<file path="src/tks_pkg.sv">
// ----------------------------------------------------------------------------
// tks_pkg: shared types and helpers for the top-K target selector
// Record and item layouts, command codes and the record ordering function.
// ----------------------------------------------------------------------------
package tks_pkg;

    // default store depth
    localparam int MAX_KEEP_DEF = 32;
    // max_targets register
    localparam int          CFG_W     = 6;
    localparam logic [5:0]  CFG_RESET = 6'd32;

    // command codes
    localparam logic [1:0] CMD_CONSIDER = 2'd0;
    localparam logic [1:0] CMD_FINISH   = 2'd1;
    localparam logic [1:0] CMD_CLEAR    = 2'd2;
    localparam logic [1:0] CMD_SPARE    = 2'd3;

    typedef struct packed {
        logic        [15:0] conf;
        logic signed [31:0] x;
        logic signed [31:0] y;
        logic        [30:0] w;
        logic        [30:0] h;
        logic signed [31:0] ax;
        logic signed [31:0] ay;
        logic        [31:0] id;
    } t_rec;

    typedef struct packed {
        logic [1:0] cmd;
        t_rec       rec;
    } t_item;

    // true when a is strictly better than b
    function automatic logic outranks(t_rec a, t_rec b);
        if (a.conf != b.conf) return a.conf > b.conf;
        if (a.y != b.y) return $signed(a.y) < $signed(b.y);
        if (a.x != b.x) return $signed(a.x) < $signed(b.x);
        return a.id < b.id;
    endfunction

endpackage

</file>
<file path="src/tks_if.sv">
// ----------------------------------------------------------------------------
// tks_if: channel interfaces of the top-K target selector
// Item input channel and result output channel, valid/ready handshake.
// ----------------------------------------------------------------------------
interface tks_item_if;
    logic               valid;
    logic               ready;
    logic        [1:0]  cmd;
    logic        [15:0] confidence;
    logic signed [31:0] pos_x;
    logic signed [31:0] pos_y;
    logic        [30:0] box_width;
    logic        [30:0] box_height;
    logic signed [31:0] aim_x;
    logic signed [31:0] aim_y;
    logic        [31:0] ident;

    modport source (output valid, cmd, confidence, pos_x, pos_y, box_width, box_height,
                    aim_x, aim_y, ident, input ready);
    modport sink   (input valid, cmd, confidence, pos_x, pos_y, box_width, box_height,
                    aim_x, aim_y, ident, output ready);
endinterface


</file>
<file path="src/tks_front.sv">
// ----------------------------------------------------------------------------
// tks_front: item intake and command queue
// Takes item transfers, drops unused commands, queues the rest two deep.
// ----------------------------------------------------------------------------
module tks_front
    import tks_pkg::*;
(
    input  logic  i_clk,
    input  logic  i_rst_n,
    tks_item_if.sink i_item,
    output logic  o_q_valid,
    output t_item o_q_item,
    input  logic  i_q_ready
);

    t_item      r_q [2];
    logic       r_wp, r_rp;
    logic [1:0] r_cnt;
    logic       push, pop;
    t_item      in_item;

    assign i_item.ready = (r_cnt != 2'd2);
    assign in_item = '{cmd: i_item.cmd,
                       rec: '{conf: i_item.confidence, x: i_item.pos_x, y: i_item.pos_y,
                              w: i_item.box_width, h: i_item.box_height,
                              ax: i_item.aim_x, ay: i_item.aim_y, id: i_item.ident}};

    // unused command code is accepted but never queued
    assign push = i_item.valid && i_item.ready &&
                  (i_item.cmd == CMD_CONSIDER || i_item.cmd == CMD_FINISH ||
                   i_item.cmd == CMD_CLEAR);
    assign pop  = o_q_valid && i_q_ready;

    assign o_q_valid = (r_cnt != 2'd0);
    assign o_q_item  = r_q[r_rp];

    // queue storage
    always_ff @(posedge i_clk) begin
        if (push) r_q[r_wp] <= in_item;
    end

    // pointers and fill
    always_ff @(posedge i_clk) begin
        if (!i_rst_n) begin
            r_wp  <= 1'b0;
            r_rp  <= 1'b0;
            r_cnt <= 2'd0;
        end else begin
            if (push) r_wp <= ~r_wp;
            if (pop)  r_rp <= ~r_rp;
            r_cnt <= r_cnt + 2'(push) - 2'(pop);
        end
    end

endmodule

</file>
<file path="src/flat_wrapper.sv">
// flat-port wrapper written by rule: the top's interface ports become plain ports
module tks_front_flat import tks_pkg::*;
  (i_clk, i_rst_n, o_q_valid, o_q_item, i_q_ready, i_item_valid, i_item_cmd, i_item_confidence, i_item_pos_x, i_item_pos_y, i_item_box_width, i_item_box_height, i_item_aim_x, i_item_aim_y, i_item_ident, i_item_ready);
  tks_item_if i_item_i ();
  input  logic i_clk;
  input  logic i_rst_n;
  output logic o_q_valid;
  output t_item o_q_item;
  input  logic i_q_ready;
  input wire logic [$bits(i_item_i.valid)-1:0] i_item_valid;
  input wire logic [$bits(i_item_i.cmd)-1:0] i_item_cmd;
  input wire logic [$bits(i_item_i.confidence)-1:0] i_item_confidence;
  input wire logic [$bits(i_item_i.pos_x)-1:0] i_item_pos_x;
  input wire logic [$bits(i_item_i.pos_y)-1:0] i_item_pos_y;
  input wire logic [$bits(i_item_i.box_width)-1:0] i_item_box_width;
  input wire logic [$bits(i_item_i.box_height)-1:0] i_item_box_height;
  input wire logic [$bits(i_item_i.aim_x)-1:0] i_item_aim_x;
  input wire logic [$bits(i_item_i.aim_y)-1:0] i_item_aim_y;
  input wire logic [$bits(i_item_i.ident)-1:0] i_item_ident;
  output wire logic [$bits(i_item_i.ready)-1:0] i_item_ready;
  assign i_item_i.valid = i_item_valid;
  assign i_item_i.cmd = i_item_cmd;
  assign i_item_i.confidence = i_item_confidence;
  assign i_item_i.pos_x = i_item_pos_x;
  assign i_item_i.pos_y = i_item_pos_y;
  assign i_item_i.box_width = i_item_box_width;
  assign i_item_i.box_height = i_item_box_height;
  assign i_item_i.aim_x = i_item_aim_x;
  assign i_item_i.aim_y = i_item_aim_y;
  assign i_item_i.ident = i_item_ident;
  assign i_item_ready = i_item_i.ready;
  tks_front u_core (.i_clk(i_clk), .i_rst_n(i_rst_n), .i_item(i_item_i), .o_q_valid(o_q_valid), .o_q_item(o_q_item), .i_q_ready(i_q_ready));
endmodule
</file>
<file path="config.mk">
export PLATFORM = sky130hd
export DESIGN_NAME = tks_front_flat
export DESIGN_NICKNAME = d
export VERILOG_FILES = /design/src/tks_pkg.sv /design/src/tks_if.sv /design/src/tks_front.sv /design/src/flat_wrapper.sv
export SDC_FILE = /design/constraint.sdc
export NUM_CORES = 1
export LEC_CHECK = 0
export BUFFER_PORTS_ARGS = -buffer_cell sky130_fd_sc_hd__buf_2
export CAP_MARGIN = 20
export CORE_AREA = 2 2 188 190
export DETAILED_ROUTE_END_ITERATION = 7
export DIE_AREA = 0 0 190 192
export PLACE_DENSITY = 0.85
export SLEW_MARGIN = 20
export SYNTH_ARGS = -nofsm -noshare
export SYNTH_HDL_FRONTEND = slang
export SYNTH_SLANG_ARGS = --single-unit
export TNS_END_PERCENT = 5
</file>
<file path="constraint.sdc">
create_clock -name i_clk -period 37.5 [get_ports i_clk]
set_clock_uncertainty 0.2 [all_clocks]
set_input_delay 1.875 -clock i_clk [delete_from_list [all_inputs] [get_ports i_clk]]
set_output_delay 1.875 -clock i_clk [all_outputs]
set_load 0.05 [all_outputs]
</file>
# Word level (Yosys, flattened, before mapping)
# Memory sizes are Yosys's and may differ from the RTL's. A register that Yosys moved wholly into a read port is not among the register bits.
# Cells that the tools add are included.
op_classes:
  n_eq_ne: 3
  add_sub_neg: 2
  muxes: 4
  n_mul: 0
  bitwise: 2
  n_lt_le_gt_ge: 0
  n_div: 0
  n_shift: 0
  n_reduce_logical: 7
op_table:
  columns: ["op", "count"]
  rows:
  - ["$mux W1", 4]
  - ["$logic_and A1 B1 Y1", 3]
  - ["$add A2 B1 Y2", 1]
  - ["$eq A2 B1 Y1 const B", 1]
  - ["$eq A2 B2 Y1 const B", 1]
  - ["$logic_not A2 Y1", 1]
  - ["$logic_or A1 B1 Y1", 2]
  - ["$ne A2 B2 Y1 const B", 1]
  - ["$not A1 Y1", 2]
  - ["$reduce_bool A2 Y1", 1]
  - ["$sub A2 B1 Y2", 1]
totals:
  latchBits: 0
  mem_bits_ro: 0
  n_memories: 1
  reg_bits: 4
  in_bits: 244
  ramBits: 480
  output_inout_bits: 242
mem_list:
  columns: ["name", "depth", "width", "read_ports", "rd_ports_with_merged_regs", "write_ports", "line", "rtl"]
  rows:
  - ["u_core.r_q", 2, 240, 1, 1, 1, "tks_front.sv:16", "t_item r_q [2];"]

# Longest topological paths before layout
logic_depth:
  word_depth: 6
  ltp_mapped: 5
  depth_no_buf: 5

# Least setup slack after synthesis
# OpenSTA, ideal clock, no wires.
synth_path:
  path_type: "input to register"
  from: "input i_item_valid"
  to: "memory u_core.r_q[1][0] in the netlist's numbering (enable)"
  t_required_ns: 36.118
  setup_slack_ns: 16.714
  arrival_time_ns: 19.405
  setup_ns: 1.182
  stages: 2
  cell_sequence: "a21bo_2 > nor3b_1"
synth_between:
  elab_chain_cells: 4
synth_lines:
  columns: ["element", "line", "rtl"]
  rows:
  - ["from (decl)", "flat_wrapper.sv:10", "input wire logic [$bits(i_item_i.valid)-1:0] i_item_valid;"]
  - ["$logic_and A1 B1 Y1 (2 in series)", "tks_front.sv:29", "assign push = i_item.valid && i_item.ready &&"]
  - ["$mux W1", "tks_front.sv:39", "if (push) r_q[r_wp] <= in_item;"]
  - ["$mux W1 (not written as such)", "tks_front.sv:39", null]
  - ["to (decl)", "tks_front.sv:16", null]
# No other way between the ends.

==> flow_results.org <==
** Floorplan
- Number of cell rows :: 68
- DIE AREA :: 0.0365 mm^2
- The initial utilization of the core area, before any placement, comes to 0.517.
- Vert. Die Dim :: 192 um
- Die width :: 190 um
- Core outline area :: 0.0343 mm^2
- In this run the count of I/O pins placed on the die edge is 486.

** STA
- Setup violations remaining at the end of the flow were counted as 0.
- Dividing the final minimum period by the clock period gives 0.152.
- Post-route setup TNS :: 0 ps
- Headroom to the max-slew limit came out at 0.252.
- Fmax :: 0.176 GHz
- The tightest hold path in the finished design has a slack of 325 ps.
- Actual transition at the worst max-transition pin :: 1120 ps
- Post-layout min period :: 5680 ps
- RSZ-0062 raised after global routing :: false
- Final number of max-transition violations :: 0
- The number of failing hold endpoints at the final stage was 0.

** Clocking
- CTS built an H-tree with a depth of 2.
- At the later pin of the worst-skew pair, clock insertion delay measures 540 ps.
- CTS tree :: yes
- Clock-pin slew on the worst setup and hold paths :: 60 ps
- The longest clock path from root to sink contains 3 buffers.
- Clock tree root buffer cell :: sky130_fd_sc_hd__clkbuf_16
- CTS buffer count :: 46
- Gates resized during post-CTS repair numbered 0.
- The clock drives 485 sinks.
- Setup Buffers After CTS :: 0
- Total of hold buffers inserted after clock tree synthesis :: 0

** Placed design
- RePlAce Congestion :: 0.831
- Detailed placement ended at an HPWL of 25800 um.
- Input and output buffers added on the ports amount to 485.

** Synth
- Post-synthesis instance area :: 0.0177 mm^2
- Post-Syn Instances :: 775
- Post-synthesis average cell area :: 22.9 um^2
- Syn Nets :: 1020
- Count of unique library cells instantiated by Yosys :: 19
- Proportion of synthesized chip area in sequential cells :: 0.819
- Synth warn :: 0
- Synthesis inferred 485 register bits.

** GRT
- Entering global routing, the biggest net connects 81 pins.
- Vias in the first global route :: 9648
- Initial antenna violation count :: 9
- Total overflow reported by the global router :: 0
- The first global-routing pass estimated 54200 um of wire.
- GRT Overall Usage :: 0.198

** Critical path
- STA puts the critical path data arrival time at 3610 ps.
- Counting cells, the worst reg-to-reg path comes to 4.
- The critical path is of the reg2out type.
- Crit Path Max Fanout :: 77
- Data on the critical path is required at its endpoint by 35420 ps.
- The worst setup path is launched from a register.
- Crit end category :: primary output

** Layout
- In the final layout, the multi-input gates occupy 0.00293 mm^2.
- Share of post-route cells with drive strength above 1 :: 0.608
- The final layout contains 1536 nets.
- Relative to the synthesized area, the layout overhead comes to 24.9%.
- Across the whole layout, storage elements account for 0.0145 mm^2.
- The filler cells instantiated in the layout total 2298.

** Min path
- Path class of the lowest-slack min-delay path :: reg2reg
- Worst Hold Path Cells :: 2

** Outcome
- Outcome :: finished, final reports clean

** Pwr
- Total power density per cell area :: 77.4 mW/mm^2
- VDD sags by at most 0.0661 mV.
- In this run the static leakage power is 8.22 nW.

** Route
- Wire per inst :: 21.4 um
- The detail route stage leaves a number of antenna-violating nets equal to 0.
- The routed layout has 9336 vias.
- Violation count after the first detailed-route iteration :: 568
- Summed over all layers, the routed wires come to 38200 um.
- Dividing the detail-routed via count by the number of cells gives 5.22.
- Pre-Repair DR Iteration Count :: 4
- Detailed-route DRC error count :: 0

** Flow run
- Number of max-capacitance violations reported :: 0
[cell families after synthesis]
| family | after synthesis | share of synthesized area |
|---|---|---|
| AND/OR/NAND/NOR | 10 | 0.00346 |
| buffers and inverters | 31 | 0.0167 |
| AO/OA/AOI/OAI | 6 | 0.00275 |
| flip-flops | 485 | 0.819 |
| XOR/XNOR | 2 | 0.000988 |
| adder cells (fa/ha/maj) | 1 | 0.000706 |
| multiplexers | 240 | 0.157 |
[metal layers]
metal  vias to the layer above  routed length [um]  track usage
li1                       4137                   -            -
met1                      4678               14300        0.232
met2                       437               20300        0.351
met3                        78                2510       0.0457
met4                         6                1180       0.0832
met5                         -                  34            0
[layout by cell type, fill, tap and decap left out, drive strengths merged]
cell type / netlist / layout
ha: 1 / 1
nor4: 1 / 1
clkinvlp: 0 / 3
nor2: 2 / 2
dfxtp: 5 / 5
o21a: 4 / 4
edfxtp: 480 / 480
nor3b: 1 / 1
clkbuf: 0 / 57
bufinv: 0 / 8
inv: 3 / 4
xnor2: 2 / 2
buf: 28 / 496
nor2b: 1 / 1
diode: 0 / 6
a21bo: 1 / 1
mux2: 240 / 240
o31a: 1 / 1
clkinv: 0 / 16
or2: 1 / 1
nor3: 4 / 4
[state kept, by name, summed over array words and instances, names as in the netlist, named ones only]
signal,flops
u_core.r_rp,1
u_core.r_q,480
u_core.r_wp,1
u_core.r_cnt,2
[worst paths after layout]
kind / start / end / slack (ps)
worst min register to register: u_core.r_rp / u_core.r_rp / 320
worst max-delay path: register / o_q_item[201] / 31820
worst max register to register: u_core.r_cnt[0] / u_core.r_q[1][153] / 34610
worst min-delay path: u_core.r_rp / u_core.r_rp / 320
[through the flow]
stage / instances / utilization / area [um^2] / power, mW / setup slack, ps
after CTS: 1783 / 0.645 / 22100 / 1.73 / 31790
final: 1789 / 0.646 / 22100 / 1.72 / 31820
after detailed placement: 1698 / 0.599 / 20500 / 1.24 / 32430
after global routing: 1788 / 0.646 / 22100 / 1.76 / 31640
after floorplan: 775 / - / 17700 / 1.17 / 16710
after global placement: 1698 / 0.599 / 20500 / 1.23 / 32470
[worst max-delay path, cell delays in order (launching register included)]
cell and delay, ps:
sky130_fd_sc_hd__dfxtp_4 670, sky130_fd_sc_hd__buf_4 880, sky130_fd_sc_hd__buf_4 730, sky130_fd_sc_hd__mux2_2 430
sky130_fd_sc_hd__buf_2 220
[area by class of cell]
| cell class | count | area share |
|---|---|---|
| Multi-Input combinational cell | 259 | 0.132 |
| Timing Repair Buffer | 496 | 0.113 |
| Clock inverter | 28 | 0.0153 |
| Sequential cell | 485 | 0.656 |
| Inverter | 3 | 0.000509 |
| Tap cell | 455 | 0.0257 |
| Clock buffer | 57 | 0.0567 |
| Antenna cell | 6 | 0.000678 |
[synthesized netlist by cell type]
master / instances / area, um^2
sky130_fd_sc_hd__a21bo_2: 1 / 10.0
sky130_fd_sc_hd__inv_1: 3 / 11.3
sky130_fd_sc_hd__o31a_1: 1 / 8.76
sky130_fd_sc_hd__nor2b_4: 1 / 13.8
sky130_fd_sc_hd__xnor2_1: 2 / 17.5
sky130_fd_sc_hd__nor3_1: 4 / 20.0
sky130_fd_sc_hd__ha_1: 1 / 12.5
sky130_fd_sc_hd__buf_6: 23 / 259
sky130_fd_sc_hd__mux2_4: 20 / 300
sky130_fd_sc_hd__o21a_1: 4 / 30.0
sky130_fd_sc_hd__nor3b_1: 1 / 7.51
sky130_fd_sc_hd__nor2_1: 2 / 7.51
sky130_fd_sc_hd__mux2_1: 1 / 11.3
sky130_fd_sc_hd__or2_2: 1 / 6.26
sky130_fd_sc_hd__buf_2: 5 / 25.0
sky130_fd_sc_hd__nor4_1: 1 / 6.26
sky130_fd_sc_hd__dfxtp_1: 5 / 100
sky130_fd_sc_hd__edfxtp_1: 480 / 14400
sky130_fd_sc_hd__mux2_2: 219 / 2470
[power breakdown]
| group | total (mW) | internal [mW] | switching [mW] |
|---|---|---|---|
| Sequential | 0.680 | 0.661 | 0.0195 |
| Combinational | 0.555 | 0.151 | 0.404 |
| Clock | 0.480 | 0.293 | 0.187 |
| Total | 1.72 | 1.10 | 0.611 |
(Power assumes the default switching activity.)
